**config.mk**
```make
export PLATFORM = sky130hd
export DESIGN_NAME = pau_cell
export DESIGN_NICKNAME = d
export VERILOG_FILES = /design/src/design/pau_pkg.sv /design/src/design/pau_cell.sv
export SDC_FILE = /design/constraint.sdc
export NUM_CORES = 1
export LEC_CHECK = 0
export BUFFER_PORTS_ARGS = -buffer_cell sky130_fd_sc_hd__buf_2
export CORE_MARGIN = 2
export CORE_UTILIZATION = 35
export CTS_BUF_LIST = sky130_fd_sc_hd__clkbuf_2
export CTS_CLUSTER_DIAMETER = 150
export DETAILED_ROUTE_END_ITERATION = 8
export GPL_TIMING_DRIVEN = 0
export HOLD_SLACK_MARGIN = 0.05
export PLACE_DENSITY = 0.67
export SLEW_MARGIN = 20
export SYNTH_ARGS = -nofsm -noshare
export SYNTH_HDL_FRONTEND = slang
export SYNTH_SLANG_ARGS = --single-unit
```
**constraint.sdc**
```tcl
create_clock -name i_clk -period 3.3 [get_ports i_clk]
set_input_delay 0.66 -clock i_clk [delete_from_list [all_inputs] [get_ports i_clk]]
set_output_delay 0.66 -clock i_clk [all_outputs]
set_load 0.02 [all_outputs]
```
**src/design/pau_pkg.sv**
```systemverilog
`timescale 1ns / 1ps

package pau_pkg;

    localparam int ACT_W = 2;

    typedef logic [ACT_W-1:0] t_action;

    localparam t_action ACT_OFFER = 2'd0;
    localparam t_action ACT_CLEAR = 2'd1;
    localparam t_action ACT_READ  = 2'd2;

    // control part of the wave that walks the cell row
    typedef struct packed {
        logic    live;
        t_action action;
        logic    beaten;
        logic    free_found;
        logic    rd_valid;
    } t_wave_ctl;

endpackage

```
**src/design/pau_cell.sv**
```systemverilog
`timescale 1ns / 1ps

module pau_cell #(
    parameter int IDX     = 0,
    parameter int COST_W  = 16,
    parameter int SLOT_W  = 6,
    parameter int COUNT_W = 7
) (
    input  logic                i_clk,
    input  logic                i_rst_n,
    input  logic [COST_W-1:0]   i_first_cost,
    input  logic [COST_W-1:0]   i_second_cost,
    input  logic [SLOT_W-1:0]   i_slot,
    input  logic                i_commit,
    input  pau_pkg::t_wave_ctl  i_ctl,
    input  logic [COUNT_W-1:0]  i_removed,
    input  logic [COUNT_W-1:0]  i_occ,
    input  logic [COST_W-1:0]   i_rd_first,
    input  logic [COST_W-1:0]   i_rd_second,
    output pau_pkg::t_wave_ctl  o_ctl,
    output logic [COUNT_W-1:0]  o_removed,
    output logic [COUNT_W-1:0]  o_occ,
    output logic [COST_W-1:0]   o_rd_first,
    output logic [COST_W-1:0]   o_rd_second
);

    localparam logic [SLOT_W-1:0] MY_SLOT = SLOT_W'(IDX);

    function automatic logic dominates(
        input logic [COST_W-1:0] a1,
        input logic [COST_W-1:0] a2,
        input logic [COST_W-1:0] b1,
        input logic [COST_W-1:0] b2
    );
        return (a1 <= b1) && (a2 <= b2) && ((a1 < b1) || (a2 < b2));
    endfunction

    logic               r_valid;
    logic               r_pend;
    logic [COST_W-1:0]  r_first;
    logic [COST_W-1:0]  r_second;

    pau_pkg::t_wave_ctl r_o_ctl;
    logic [COUNT_W-1:0] r_o_removed;
    logic [COUNT_W-1:0] r_o_occ;
    logic [COST_W-1:0]  r_o_rd_first;
    logic [COST_W-1:0]  r_o_rd_second;

    logic               is_off;
    logic               is_clr;
    logic               is_rd;
    logic               kill;
    logic               keep;
    logic               hit;
    logic               free_here;
    pau_pkg::t_wave_ctl n_ctl;

    always_comb begin
        is_off    = (i_ctl.action == pau_pkg::ACT_OFFER);
        is_clr    = (i_ctl.action == pau_pkg::ACT_CLEAR);
        is_rd     = (i_ctl.action == pau_pkg::ACT_READ);
        kill      = r_valid && is_off && dominates(i_first_cost, i_second_cost, r_first, r_second);
        keep      = r_valid && !kill && !is_clr;
        hit       = r_valid && is_rd && (i_slot == MY_SLOT);
        free_here = is_off && !keep;

        n_ctl            = i_ctl;
        n_ctl.beaten     = i_ctl.beaten
                         | (is_off && keep
                            && dominates(r_first, r_second, i_first_cost, i_second_cost));
        n_ctl.free_found = i_ctl.free_found | free_here;
        n_ctl.rd_valid   = i_ctl.rd_valid | hit;
    end

    always_ff @(posedge i_clk) begin
        if (!i_rst_n) begin
            r_valid <= 1'b0;
            r_pend  <= 1'b0;
            r_o_ctl <= '0;
        end else begin
            r_o_ctl <= i_ctl.live ? n_ctl : '0;
            if (i_ctl.live) begin
                r_valid <= keep;
                // lowest free slot claims the point; it goes valid on commit
                r_pend  <= free_here && !i_ctl.free_found;
            end else if (i_commit) begin
                if (r_pend) begin
                    r_valid <= 1'b1;
                end
                r_pend <= 1'b0;
            end
        end
    end

    always_ff @(posedge i_clk) begin
        r_o_removed   <= i_removed + COUNT_W'(kill);
        r_o_occ       <= i_occ + COUNT_W'(keep);
        r_o_rd_first  <= hit ? r_first  : i_rd_first;
        r_o_rd_second <= hit ? r_second : i_rd_second;
        if (i_commit && r_pend) begin
            r_first  <= i_first_cost;
            r_second <= i_second_cost;
        end
    end

    assign o_ctl       = r_o_ctl;
    assign o_removed   = r_o_removed;
    assign o_occ       = r_o_occ;
    assign o_rd_first  = r_o_rd_first;
    assign o_rd_second = r_o_rd_second;

endmodule

```
==> results.cfg <==
[setup_path]
arrival_ps = 3410
cp.required_ps = 3750
start_kind = flop
setup.worst_path.class = flop to flop
crit_fanout = 4
crit_path_end_kind = flop

[timing]
finClkSkew_ps = 31.0
hold_viol = 0
tightest_slew_ps = 682
fin_crit_sh = 0.896
slew_headroom = 0.541
max_freq_mhz = 338
rsz0062_at_grt = false
slew_viol_final = 0
setup_viol = 0
min_period_ps = 2960

[logic_synthesis]
yosysSeqAreaShare = 0.562
synth-adder-area-share = 0.124
ys_warn_count = 0
synthXorXnorAreaFrac = 0.0241
netlist_area_um2 = 3630
syn_nets = 417
ys_ff_latch = 86
synth-simple-area-share = 0.0830
synth_commonest_cells = 54 x dfxtp_1, 36 x ha_1, 36 x inv_1, 32 x edfxtp_1, 32 x mux2_2
synth_top_family_by_area = adder cells
synth_enable_flop_cells = 32
synth_cells = 288
async_flop_share = 0
yosysTopAreaCell = dfxtp_1
synth_top_area_frac = 0.298
synth.distinct_cells = 43
synth_compound_area_frac = 0.0654
synth.most_common_cell = dfxtp_1
synthMuxAreaShare = 0.0992
syn_avg_cell_area_um2 = 12.6
synthTopCellsByArea = dfxtp_1 30%, edfxtp_1 26%, ha_1 12%
synth_top_flop_cell = dfxtp_1

[clocking]
ctsHoldBuffers = 0
cts.clk_slew.worst_paths_ps = 250
ctsResizeCount = 0
numClockSinks = 86
clk_latency_ps = 550
cts_tree = done
clk_path_buf_depth = 2
post-cts-setup-buffer-count = 0
numCtsBuffers = 9
cts.htree.levels = 3
root_buffer = clkbuf_2

[placement]
place.gp.congestion = 0.754
place.port_buffers = 144
dp_hpwl_um = 6600

[global_route]
met2_usage = 0.249
met3_usage = 0.0405
grt_max_degree = 19
antenna_found_initial = 1
grt_pass1_vias = 2731
gr-max-usage-layer = met2
grt_pass1_wl_um = 12900
grt_usage = 0.149
grt_remaining_overflow = 0
groute.layer.met1.usage = 0.185

[route]
firstDrtPassIters = 4
drc = 0
wl_per_cell_um = 14.1
drt-initial-drc-count = 82
antenna_left = 0
routed_wl_um = 8220
vias = 2689
via_per_inst = 4.60

[run]
maxCapViolCount = 0

[floorplanning]
die_x_um = 106
ioPinCount = 145
die_area_um2 = 11200
rows = 37
die_y_um = 106
start_util = 0.357
core_um2 = 10200

[power_and_ir_drop]
power_w = 0.00225
total_leakage_power_nw = 2.26
peakVddDrop_uv = 240
power.density_nw_per_um2 = 472

[run_status]
outcome = finished, final reports clean

[finish]
post-route-util = 0.467
area_growth_pct = 31.0
fin_nets = 573
num-fill-cells = 980
drive_gt1_frac = 0.459
antenna-diode-count = 0

[worst_hold_path]
hold_class = primary input to flop
-- power breakdown --
group	leakage, nW	internal (W)	switching [W]
Clock	0.112	0.000480	0.000370
Combinational	1.40	0.000113	0.000132
Sequential	0.742	0.00114	0.0000105
Total	2.26	0.00173	0.000513
-- through the flow --
stage	instance area (µm²)	hold WS (ps)	TNS [ps]	setup slack, ps	instances
4_1_cts	4760	223	0	260	585
5_1_grt	4760	203	0	73.9	585
3_3_place_gp	4520	483	0	7.88	568
2_1_floorplan	3630	475	0	379	288
6_report	4760	272	0	343	585
3_5_place_dp	4550	488	-115	-60.7	569
-- layout by cell type, fill, tap and decap left out, types with 2 or more instances in the layout --
cell type / count
a211oi_1: 2
a21o_1: 2
a21oi_1: 15
and3_1: 3
buf_2: 147
bufinv_16: 5
clkbuf_2: 10
dfxtp_1: 54
edfxtp_1: 32
ha_1: 36
inv_1: 36
mux2_2: 32
nand2_1: 6
nand3_1: 11
nand4_1: 6
nor2_1: 6
nor3_1: 2
nor4_1: 3
o21a_1: 2
o21ai_0: 2
or3_1: 2
or4_1: 2
xnor2_1: 8
xor2_1: 2
-- critical path, cell delays in order, from the launching register on --
cell	delay, ps
edfxtp_1	470
ha_1	340
nand4_2	170
nor4_1	660
a21oi_1	160
o21ai_2	130
o221a_4	240
ha_1	200
ha_1	240
nand3_1	110
xnor2_1	140
-- logic make-up after synthesis --
kind of cell / count (synthesis)
AOI/OAI and AO/OA: 33
muxes: 32
DFF: 86
buffers and inverters: 40
adders and majority gates: 36
xor gates and xnor gates: 10
and+or+nand+nor: 51
-- layer usage --
layer	vias up	routed length, µm	share of wire
met4	2	123	0.015
li1	1345	-	-
met5	-	13	0.0016
met2	87	3970	0.48
met1	1242	3640	0.44
met3	13	477	0.058
-- registers in the layout, indices dropped and copies added, names as in the netlist --
name	count
o_ctl	6
r_pend	1
o_rd_second	16
o_removed	7
r_first	16
r_valid	1
r_second	16
o_rd_first	16
o_occ	7
-- final timing paths --
kind,slack (ps),cells past startpoint,startpoint,end
worst max-delay path,340,10,r_second[13]$_DFFE_PP_,o_occ[6]$_DFF_P_
worst max register to register,340,10,r_second[13]$_DFFE_PP_,o_occ[6]$_DFF_P_
worst min register to register,540,1,r_first[0]$_DFFE_PP_,o_rd_first[0]$_DFF_P_
worst min-delay path,270,1,i_first_cost[7],r_first[7]$_DFFE_PP_
-- layout make-up --
| class | instances | area [µm²] | area share |
|---|---|---|---|
| Clock inverter | 6 | 158 | 0.0331 |
| Tap cell | 136 | 170 | 0.0357 |
| Buffer | 4 | 18.8 | 0.00394 |
| Inverter | 36 | 135 | 0.0284 |
| Timing Repair Buffer | 145 | 748 | 0.157 |
| Clock buffer | 10 | 50.0 | 0.0105 |
| Sequential cell | 86 | 2040 | 0.429 |
| Multi-Input combinational cell | 162 | 1440 | 0.302 |
No activity file was read; power rests on OpenSTA's default activity.
